**src/sv/spi_master_byte_exchange_macros.svh**
```systemverilog
// Assertion macros for the SPI master byte exchange block.
// Included by spi_mbx_core, the RTL file that carries concurrent checks; no other dependencies.
`ifndef SPI_MASTER_BYTE_EXCHANGE_MACROS_SVH
`define SPI_MASTER_BYTE_EXCHANGE_MACROS_SVH

`ifndef NO_ASSERTIONS
`define SPI_MBX_ASSERT(label, clk, rst, prop, msg) \
  label: assert property (@(posedge clk) disable iff (rst) (prop)) else $error(msg);
`define SPI_MBX_ASSERT_ALWAYS(label, clk, prop, msg) \
  label: assert property (@(posedge clk) (prop)) else $error(msg);
`else
`define SPI_MBX_ASSERT(label, clk, rst, prop, msg)
`define SPI_MBX_ASSERT_ALWAYS(label, clk, prop, msg)
`endif

`endif

```
**src/sv/spi_mbx_pkg.sv**
```systemverilog
`timescale 1ns / 1ps
// Shared types and constants for the SPI master byte exchange block.
// No dependencies; imported by every module of the block.
package spi_mbx_pkg;

  typedef enum logic [1:0] {
    OP_TICK  = 2'd0,
    OP_WRITE = 2'd1,
    OP_READ  = 2'd2,
    OP_END   = 2'd3
  } spi_mbx_op_t;

  typedef enum logic [1:0] {
    CFG_CLOCK_POLARITY    = 2'd0,
    CFG_CLOCK_PHASE       = 2'd1,
    CFG_SELECT_IDLE_LEVEL = 2'd2,
    CFG_READ_FILL         = 2'd3
  } spi_mbx_cfg_idx_t;

  localparam int unsigned CNT_W      = 5;
  localparam logic [CNT_W-1:0] LAST_HALF = 5'd16;

  localparam logic       RST_CLOCK_POLARITY    = 1'b0;
  localparam logic       RST_CLOCK_PHASE       = 1'b0;
  localparam logic       RST_SELECT_IDLE_LEVEL = 1'b1;
  localparam logic [7:0] RST_READ_FILL         = 8'hFF;

  typedef struct packed {
    logic       sck;
    logic       mosi;
    logic       select_line;
    logic       busy_res;
    logic [7:0] rx_byte;
    logic       rx_valid;
  } spi_mbx_res_t;

  function automatic logic [7:0] rotl8(input logic [7:0] v);
    return {v[6:0], v[7]};
  endfunction

endpackage

```
**src/sv/spi_mbx_core.sv**
```systemverilog
`timescale 1ns / 1ps
// Per-item step of the SPI master: configuration, shift and count state.
// Depends on spi_mbx_pkg and the assertion macro header.
`include "spi_master_byte_exchange_macros.svh"
module spi_mbx_core
  import spi_mbx_pkg::*;
(
  input  logic         clk,
  input  logic         rst,
  input  logic         cfg_we,
  input  logic [1:0]   cfg_index,
  input  logic [7:0]   cfg_data,
  input  logic         step,
  input  logic [1:0]   opcode,
  input  logic [7:0]   tx_byte,
  input  logic         miso,
  output spi_mbx_res_t res
);

  logic             clock_polarity;
  logic             clock_phase;
  logic             select_idle_level;
  logic [7:0]       read_fill;

  logic [7:0]       tx_shift, tx_shift_next;
  logic [7:0]       rx_shift, rx_shift_next;
  logic [CNT_W-1:0] cnt, cnt_next;
  logic             active, active_next;
  logic             selected, selected_next;
  logic             clock_level, clock_level_next;
  logic             out_level, out_level_next;
  logic [7:0]       rx_last, rx_last_next;
  logic             valid;
  logic [7:0]       src;
  logic             do_drive, do_sample;

  always_ff @(posedge clk) begin
    if (rst) begin
      clock_polarity    <= RST_CLOCK_POLARITY;
      clock_phase       <= RST_CLOCK_PHASE;
      select_idle_level <= RST_SELECT_IDLE_LEVEL;
      read_fill         <= RST_READ_FILL;
    end else if (cfg_we) begin
      unique case (spi_mbx_cfg_idx_t'(cfg_index))
        CFG_CLOCK_POLARITY:    clock_polarity    <= cfg_data[0];
        CFG_CLOCK_PHASE:       clock_phase       <= cfg_data[0];
        CFG_SELECT_IDLE_LEVEL: select_idle_level <= cfg_data[0];
        CFG_READ_FILL:         read_fill         <= cfg_data;
        default: ;
      endcase
    end
  end

  always_comb begin
    tx_shift_next    = tx_shift;
    rx_shift_next    = rx_shift;
    cnt_next         = cnt;
    active_next      = active;
    selected_next    = selected;
    clock_level_next = clock_level;
    out_level_next   = out_level;
    rx_last_next     = rx_last;
    valid            = 1'b0;
    do_drive         = 1'b0;
    do_sample        = 1'b0;
    src = (spi_mbx_op_t'(opcode) == OP_WRITE) ? tx_byte : read_fill;
    if (!active) begin
      clock_level_next = clock_polarity;
      priority if (spi_mbx_op_t'(opcode) == OP_WRITE || spi_mbx_op_t'(opcode) == OP_READ) begin
        rx_shift_next = 8'h00;
        selected_next = 1'b1;
        active_next   = 1'b1;
        cnt_next      = '0;
        if (!clock_phase) begin
          out_level_next = src[7];
          tx_shift_next  = rotl8(src);
        end else begin
          tx_shift_next  = src;
        end
      end else if (spi_mbx_op_t'(opcode) == OP_END) begin
        selected_next = 1'b0;
      end else begin
      end
    end else begin
      if (cnt != '0) begin
        if (cnt[0]) begin
          clock_level_next = ~clock_polarity;
          do_drive         = clock_phase;
          do_sample        = ~clock_phase;
        end else begin
          clock_level_next = clock_polarity;
          do_drive         = ~clock_phase;
          do_sample        = clock_phase;
        end
      end
      if (do_drive) begin
        out_level_next = tx_shift[7];
        tx_shift_next  = rotl8(tx_shift);
      end
      if (do_sample) begin
        rx_shift_next = {rx_shift[6:0], miso};
      end
      if (cnt >= LAST_HALF) begin
        active_next  = 1'b0;
        cnt_next     = '0;
        rx_last_next = rx_shift_next;
        valid        = 1'b1;
      end else begin
        cnt_next = cnt + 1'b1;
      end
    end
  end

  always_ff @(posedge clk) begin
    if (rst) begin
      tx_shift    <= 8'h00;
      rx_shift    <= 8'h00;
      cnt         <= '0;
      active      <= 1'b0;
      selected    <= 1'b0;
      clock_level <= RST_CLOCK_POLARITY;
      out_level   <= 1'b0;
      rx_last     <= 8'h00;
    end else if (step) begin
      tx_shift    <= tx_shift_next;
      rx_shift    <= rx_shift_next;
      cnt         <= cnt_next;
      active      <= active_next;
      selected    <= selected_next;
      clock_level <= clock_level_next;
      out_level   <= out_level_next;
      rx_last     <= rx_last_next;
    end
  end

  always_comb begin
    res.sck         = clock_level_next;
    res.mosi        = out_level_next;
    res.select_line = selected_next ? ~select_idle_level : select_idle_level;
    res.busy_res    = active_next;
    res.rx_byte     = rx_last_next;
    res.rx_valid    = valid;
  end

  `SPI_MBX_ASSERT(a_cnt_range, clk, rst, cnt <= LAST_HALF, "half-period count out of range")
  `SPI_MBX_ASSERT(a_idle_cnt, clk, rst, !active |-> cnt == '0, "count not cleared while idle")
  `SPI_MBX_ASSERT(a_finish, clk, rst, (step && active && cnt == LAST_HALF) |=> !active, "byte did not finish")
  `SPI_MBX_ASSERT(a_valid_end, clk, rst, res.rx_valid |-> (active && !res.busy_res), "rx_valid without byte end")

endmodule

```
**src/sv/spi_mbx_out.sv**
```systemverilog
`timescale 1ns / 1ps
// Output register of the SPI master: holds one result item until taken.
// Depends on spi_mbx_pkg.
module spi_mbx_out
  import spi_mbx_pkg::*;
(
  input  logic         clk,
  input  logic         rst,
  input  logic         load,
  input  spi_mbx_res_t res_in,
  input  logic         take,
  output logic         full,
  output spi_mbx_res_t res_out
);

  logic full_next;

  always_comb begin
    full_next = full;
    if (load) begin
      full_next = 1'b1;
    end else if (take) begin
      full_next = 1'b0;
    end
  end

  always_ff @(posedge clk) begin
    if (rst) begin
      full <= 1'b0;
    end else begin
      full <= full_next;
    end
  end

  always_ff @(posedge clk) begin
    if (load) begin
      res_out <= res_in;
    end
  end

endmodule

```
**src/sv/spi_master_byte_exchange.sv**
```systemverilog
`timescale 1ns / 1ps
// SPI master byte exchange, modes 0 to 3, MSB first. Each input item is one half-period step:
// one item per cycle, each giving exactly one result item; the state step is a single
// combinational pass into the output register, so the rate is set only by the output side
// taking items. A byte takes one lead item plus sixteen half-period items after its command.
// Depends on spi_mbx_pkg, spi_mbx_core and spi_mbx_out.
module spi_master_byte_exchange
  import spi_mbx_pkg::*;
(
  input  logic        clk,
  input  logic        rst,
  input  logic        cfg_we,
  input  logic [1:0]  cfg_index,
  input  logic [7:0]  cfg_data,
  input  logic        s_tvalid,
  output logic        s_tready,
  input  logic [15:0] s_tdata,   // [7:0] tx_byte, [8] miso, [15:9] zero
  input  logic [1:0]  s_tuser,   // [1:0] opcode
  output logic        m_tvalid,
  input  logic        m_tready,
  output logic [15:0] m_tdata,   // [0] sck, [1] mosi, [2] select_line, [3] busy_res,
                                 // [11:4] rx_byte, [15:12] zero
  output logic        m_tuser    // [0] rx_valid
);

  spi_mbx_res_t res, res_q;
  logic         step;

  assign s_tready = !m_tvalid || m_tready;
  assign step     = s_tvalid && s_tready;

  spi_mbx_core u_core (
    .clk       (clk),
    .rst       (rst),
    .cfg_we    (cfg_we),
    .cfg_index (cfg_index),
    .cfg_data  (cfg_data),
    .step      (step),
    .opcode    (s_tuser),
    .tx_byte   (s_tdata[7:0]),
    .miso      (s_tdata[8]),
    .res       (res)
  );

  spi_mbx_out u_out (
    .clk     (clk),
    .rst     (rst),
    .load    (step),
    .res_in  (res),
    .take    (m_tready),
    .full    (m_tvalid),
    .res_out (res_q)
  );

  assign m_tdata = {4'b0000, res_q.rx_byte, res_q.busy_res, res_q.select_line,
                    res_q.mosi, res_q.sck};
  assign m_tuser = res_q.rx_valid;

endmodule
```
**config.mk**
```make
export PLATFORM = sky130hd
export DESIGN_NAME = spi_master_byte_exchange
export DESIGN_NICKNAME = d
export VERILOG_FILES = /design/src/sv/spi_mbx_pkg.sv /design/src/sv/spi_mbx_core.sv /design/src/sv/spi_mbx_out.sv /design/src/sv/spi_master_byte_exchange.sv
export VERILOG_INCLUDE_DIRS = /design/src /design/src/sv
export SDC_FILE = /design/constraint.sdc
export NUM_CORES = 1
export LEC_CHECK = 0
export ABC_AREA = 1
export BUFFER_PORTS_ARGS = -buffer_cell sky130_fd_sc_hd__buf_4
export CORE_AREA = 2 2 84 86
export CTS_CLUSTER_SIZE = 24
export DETAILED_ROUTE_END_ITERATION = 10
export DIE_AREA = 0 0 86 88
export PLACE_DENSITY = 0.65
export SLEW_MARGIN = 0
export SYNTH_ARGS = -nofsm -noshare
export SYNTH_HDL_FRONTEND = slang
export SYNTH_SLANG_ARGS = --single-unit
```
**constraint.sdc**
```tcl
create_clock -name clk -period 1.57 [get_ports clk]
set_clock_uncertainty 0.2 [all_clocks]
set_input_delay 0.314 -clock clk [delete_from_list [all_inputs] [get_ports clk]]
set_output_delay 0.314 -clock clk [all_outputs]
set_load 0.01 [all_outputs]
```
Yosys cells after proc, flatten, opt, wreduce, memory -nomap -nowiden
Index checks and enable logic that the tools add are counted.
{"block": "classes", "n_lt_le_gt_ge": 1, "div": 0, "n_mux": 36, "n_mul": 0, "shift": 0, "add_sub_neg": 1, "n_eq_ne": 7, "n_bitwise": 3, "reduce_logical": 14}
{"cell": "$mux W8", "n": 10}
{"cell": "$mux W1", "n": 23}
{"cell": "$mux W5", "n": 3}
{"cell": "$reduce_and A2 Y1", "n": 5}
{"cell": "$eq A2 B2 Y1 const B", "n": 4}
{"cell": "$add A5 B1 Y5 const B", "n": 1}
{"cell": "$ge A5 B5 Y1 const B", "n": 1}
{"cell": "$reduce_bool A5 Y1", "n": 1}
{"cell": "$eq A2 B1 Y1 const B", "n": 2}
{"cell": "$reduce_bool A2 Y1", "n": 2}
{"cell": "$not A1 Y1", "n": 3}
{"cell": "$reduce_and A3 Y1", "n": 1}
{"cell": "$logic_not A2 Y1", "n": 1}
{"cell": "$logic_or A1 B1 Y1", "n": 2}
{"cell": "$ne A2 B2 Y1 const B", "n": 1}
{"cell": "$logic_and A1 B1 Y1", "n": 1}
{"cell": "$logic_not A1 Y1", "n": 1}
{"block": "word_totals", "mem_count": 0, "mem_bits_rw": 0, "input_bits": 33, "register_bits": 58, "output_inout_bits": 19, "romBits": 0, "elab_cells": 81, "latch_bits": 0}

Depth between registers and ports, before layout
{"block": "depth", "ltp_word": 7, "depth_mapped": 12, "ltp_nobuf": 11}

Modules after synthesis
From an unflattened synthesis, not the netlist that was laid out.
{"block": "hier_totals", "hier_cells": 422, "hier_area_um2": 3000.4}
{"module": "spi_mbx_core", "n_inst": 1, "seq_area_each_um2": 880.8, "cells_each": 395, "area_each_um2": 2516.2}
{"module": "spi_mbx_out", "n_inst": 1, "seq_area_each_um2": 410.4, "cells_each": 18, "area_each_um2": 430.4}
{"module": "spi_master_byte_exchange", "n_inst": 1, "seq_area_each_um2": 0.0, "cells_each": 9, "area_each_um2": 53.8}

Least setup slack after synthesis
No wires, ideal clock.
{"block": "synth_path", "path_kind": "reg2reg", "startpoint": "register u_core.cnt[0]", "endpoint": "register u_out.res_out[1] (netlist name) (data pin)", "setup_slack_ns": -0.141, "period_less_slack_ns": 1.711, "path_stages_with_launch": 10, "path_buffers": 1, "t_required_ns": 1.115, "setup_ns": 0.255, "arrival_time_ns": 1.256, "cell_sequence": "dfxtp_1 -> inv_2 -> ha_1 -> inv_1 -> nor2_1 -> nand2_2 -> buf_2 -> nand3_1 -> nand3_1 -> nand2_1"}
{"item": "start: declaration", "line_no": "spi_mbx_core.sv:27", "text": "logic [CNT_W-1:0] cnt, cnt_next;"}
{"item": "start signal: assignment", "line_no": "spi_mbx_core.sv:127", "text": "cnt <= cnt_next;"}
{"item": "end signal: assignment", "line_no": "spi_mbx_out.sv:37", "text": "res_out <= res_in;"}
{"item": "end: declaration", "line_no": "spi_mbx_out.sv:13", "text": "output spi_mbx_res_t res_out"}

==> impl_metrics.yaml <==
clock_tree:
  clockBufferDepth: 2
  numClockSinks: 58
  clk_pin_slew_ns: 0.06
  clockRootBuffer: "clkbuf_8"
  clkLatencyLatePin_ns: 0.34
  htree_levels: 3
  cts_made_buffers: 9
  cts_tree: "done"
synthesis:
  seq_area_frac_synth_pct: 44.3
  synthCells: 407
  ys_types: 26
  ys_ff_latch: 58
  syn_area_mm2: 0.00291
  ys_warn_count: 0
  postSynthAreaPerCell_um2: 7.16
timing:
  fin_tns_setup_ns: -0.356
  finalHoldViolCount: 0
  final.setup.worst_slack_ns: -0.0451
  slew_viol_final: 0
  period_minus_slack_ns: 1.62
  hold_slack_ns: 0.00330
  finalCritPeriodShare_pct: 103
  rsz0062_at_grt: "true"
  finalSetupViolations: 15
  max_freq_mhz: 619
placement:
  place_area_mm2: 0.00345
  dpl.hpwl_mm: 4.56
  place.gp.congestion: 0.787
  place_ws_ns: -0.191
  portBuffers: 40
run_status:
  violations: "setup timing"
  outcome: "finished with violations"
worst_setup_path:
  cp_slowest_stage_delay_ns: 0.35
  cp.depth: 9
  crit_chain: "inv_4, ha_4, inv_4, nor2_4, nand2_4, nand2_8, nand2_2, nand3_2, nand2_2"
  path_class: "reg2reg"
  rr_worst_depth: 9
  worstPathArrival_ns: 1.51
  slowest_stage: "dfxtp_4"
  worstSetupEndpoint: "u_out.res_out[8]$_DFFE_PP_"
  path_delay_family: "simple AND/OR/NAND/NOR gates"
  crit_start: "u_core.cnt[0]$_SDFFE_PP0P_"
  r2r_slack_ns: -0.05
  endpoint_kind: "flop"
  reg2reg_to: "u_out.res_out[8]$_DFFE_PP_"
  cp.required_ns: 1.46
  critPathMaxFanout: 8
  startpoint_type: "flop"
  cp_num_buf_inv: 2
  r2r-start: "u_core.cnt[0]$_SDFFE_PP0P_"
grt:
  grt_use_total_pct: 19.6
  grt_pass1_wl_mm: 11.6
  grt_util_met1_pct: 27.1
  antenna_found_initial: 0
  grt_max_degree: 36
  grt_pass1_vias: 2580
  use_met2_pct: 30.4
  busiest_layer: "met2"
  use_met3_pct: 3.39
  grt-ovfl-total: 0
pwr:
  p_leak_nw: 1.90
  powerDensity_mw_per_mm2: 981
  peakVddDrop_uv: 459
die:
  rows: 30
  die-area_mm2: 0.00757
  ios: 52
  chipHeight_um: 88
  die_w_um: 86
  initial_utilization_pct: 43.8
  core_area_mm2: 0.00664
routing:
  drt-total-wl_mm: 7.09
  final_antenna_net_count: 0
  drc_errors: 0
  vias: 2833
  via_per_inst: 4.97
  drtIter0Drc: 142
  dr.pass1.iters: 4
  routedWlPerCell_um: 12.4
final_layout:
  multi_input_area_mm2: 0.00165
  syn_to_final_growth_pct: 41.5
  design_area_mm2: 0.00412
  nets: 522
  diodes: 0
  final_layout_size_suffix_gt1_share_pct: 31.8
  fill_cells: 587
  final_util_pct: 62.1
  regArea_mm2: 0.00130
min_path:
  holdCritPathClass: "in2reg"
run:
  max_cap_viol_count: 0
-- layout by cell type, fill, tap and decap left out, types with 3 or more instances in the layout --
cell,n
nand2_1,92
buf_4,66
nand3_1,54
dfxtp_1,43
inv_1,40
nor2_1,36
nand3_2,20
a21oi_1,18
nand2_2,14
o21ai_0,14
edfxtp_1,13
clkbuf_8,9
nand2_4,7
dlygate4sd3_1,7
buf_6,6
a21oi_2,5
inv_2,4
nand2_8,4
nand3_4,4
conb_1,4
clkinv_2,4
nand4_1,3
ha_1,3
buf_12,3
-- layout make-up --
cell class,count,share of cell area [%]
Clock buffer,9,3.00
Inverter,46,4.31
Clock inverter,7,2.03
Sequential cell,58,31.4
Multi-Input combinational cell,288,40.0
Tap cell,80,2.43
Timing Repair Buffer,82,16.8
-- per-stage QoR --
step | power (W) | instances
floorplan | 0.00215 | 410
global placement | 0.00238 | 539
detailed placement | 0.00240 | 539
CTS | 0.00397 | 566
global route | 0.00422 | 570
finish | 0.00404 | 570
-- metal layers --
layer,part of all wire (%),vias to the layer above
met1,47,1295
met3,4.9,9
li1,-,1468
met5,0,-
met4,1.7,0
met2,47,61
-- Yosys cell counts --
library cell,n,area [um^2]
a21oi_1,22,110
a21oi_4,1,16.3
buf_2,7,35.0
conb_1,1,3.75
o31ai_1,1,7.51
o21ai_0,14,70.1
buf_6,1,11.3
nand2_4,3,33.8
nor3_1,1,5.00
nand2_1,106,398
clkbuf_1,4,15.0
nand4_1,3,18.8
edfxtp_1,13,390
nor3_2,1,10.0
o21ai_1,1,5.00
nand2_2,7,43.8
nand3_1,78,390
a22oi_1,1,7.51
dfxtp_1,45,901
inv_1,42,158
xnor2_1,2,17.5
nor2_1,37,139
ha_1,4,50.1
buf_4,7,52.6
inv_2,4,15.0
a21oi_2,1,8.76
-- what timing repair did --
item,in CTS,in global routing
setup buffers,3,4
hold buffers,7,0
endpoints found under the hold margin,7,0
pin swaps,8,14
setup endpoints to repair,32,39
cloned,1,0
gates resized for setup,45,26
-- report_power, final --
| part | total (W) | leakage [nW] | switching, W | internal (W) |
|---|---|---|---|---|
| Sequential | 0.00168 | 0.500 | 0.0000438 | 0.00163 |
| Clock | 0.00148 | 0.110 | 0.000600 | 0.000876 |
| Combinational | 0.000893 | 1.29 | 0.000502 | 0.000390 |
-- state kept, by name, indices dropped and copies added (netlist names) --
register and flops:
u_core.select_idle_level 1, u_core.clock_level 1, u_out.res_out 13, u_core.cnt 5, u_core.out_level 1, u_core.selected 1
u_core.rx_last 8, u_core.clock_phase 1, u_core.rx_shift 8, u_core.tx_shift 8, u_out.full 1, u_core.clock_polarity 1
u_core.active 1, u_core.read_fill 8
-- how the worst min path moves through the flow --
stage	start	end	depth (start not counted)
global route	rst	u_out.full$_SDFFE_PP0P_	2
CTS	rst	u_out.full$_SDFFE_PP0P_	2
global placement	u_core.read_fill[7]$_SDFFE_PP1P_	u_core.read_fill[7]$_SDFFE_PP1P_	2
floorplan	u_core.read_fill[0]$_SDFFE_PP1P_	u_core.read_fill[0]$_SDFFE_PP1P_	2
finish	rst	u_out.full$_SDFFE_PP0P_	2
detailed placement	u_core.read_fill[0]$_SDFFE_PP1P_	u_core.read_fill[0]$_SDFFE_PP1P_	2
-- logic make-up (layout without fill, tap and decap cells) --
group | count (synthesis) | after routing | share of synthesized area [%]
xor+xnor | 2 | 2 | 0.601
other cells | 1 | 4 | 0.129
compound gates | 41 | 41 | 7.73
flops | 58 | 58 | 44.3
buf+inv | 65 | 144 | 9.84
fa+ha+maj | 4 | 4 | 1.72
simple gates | 236 | 237 | 35.7
Power figures use the tool's default switching activity.
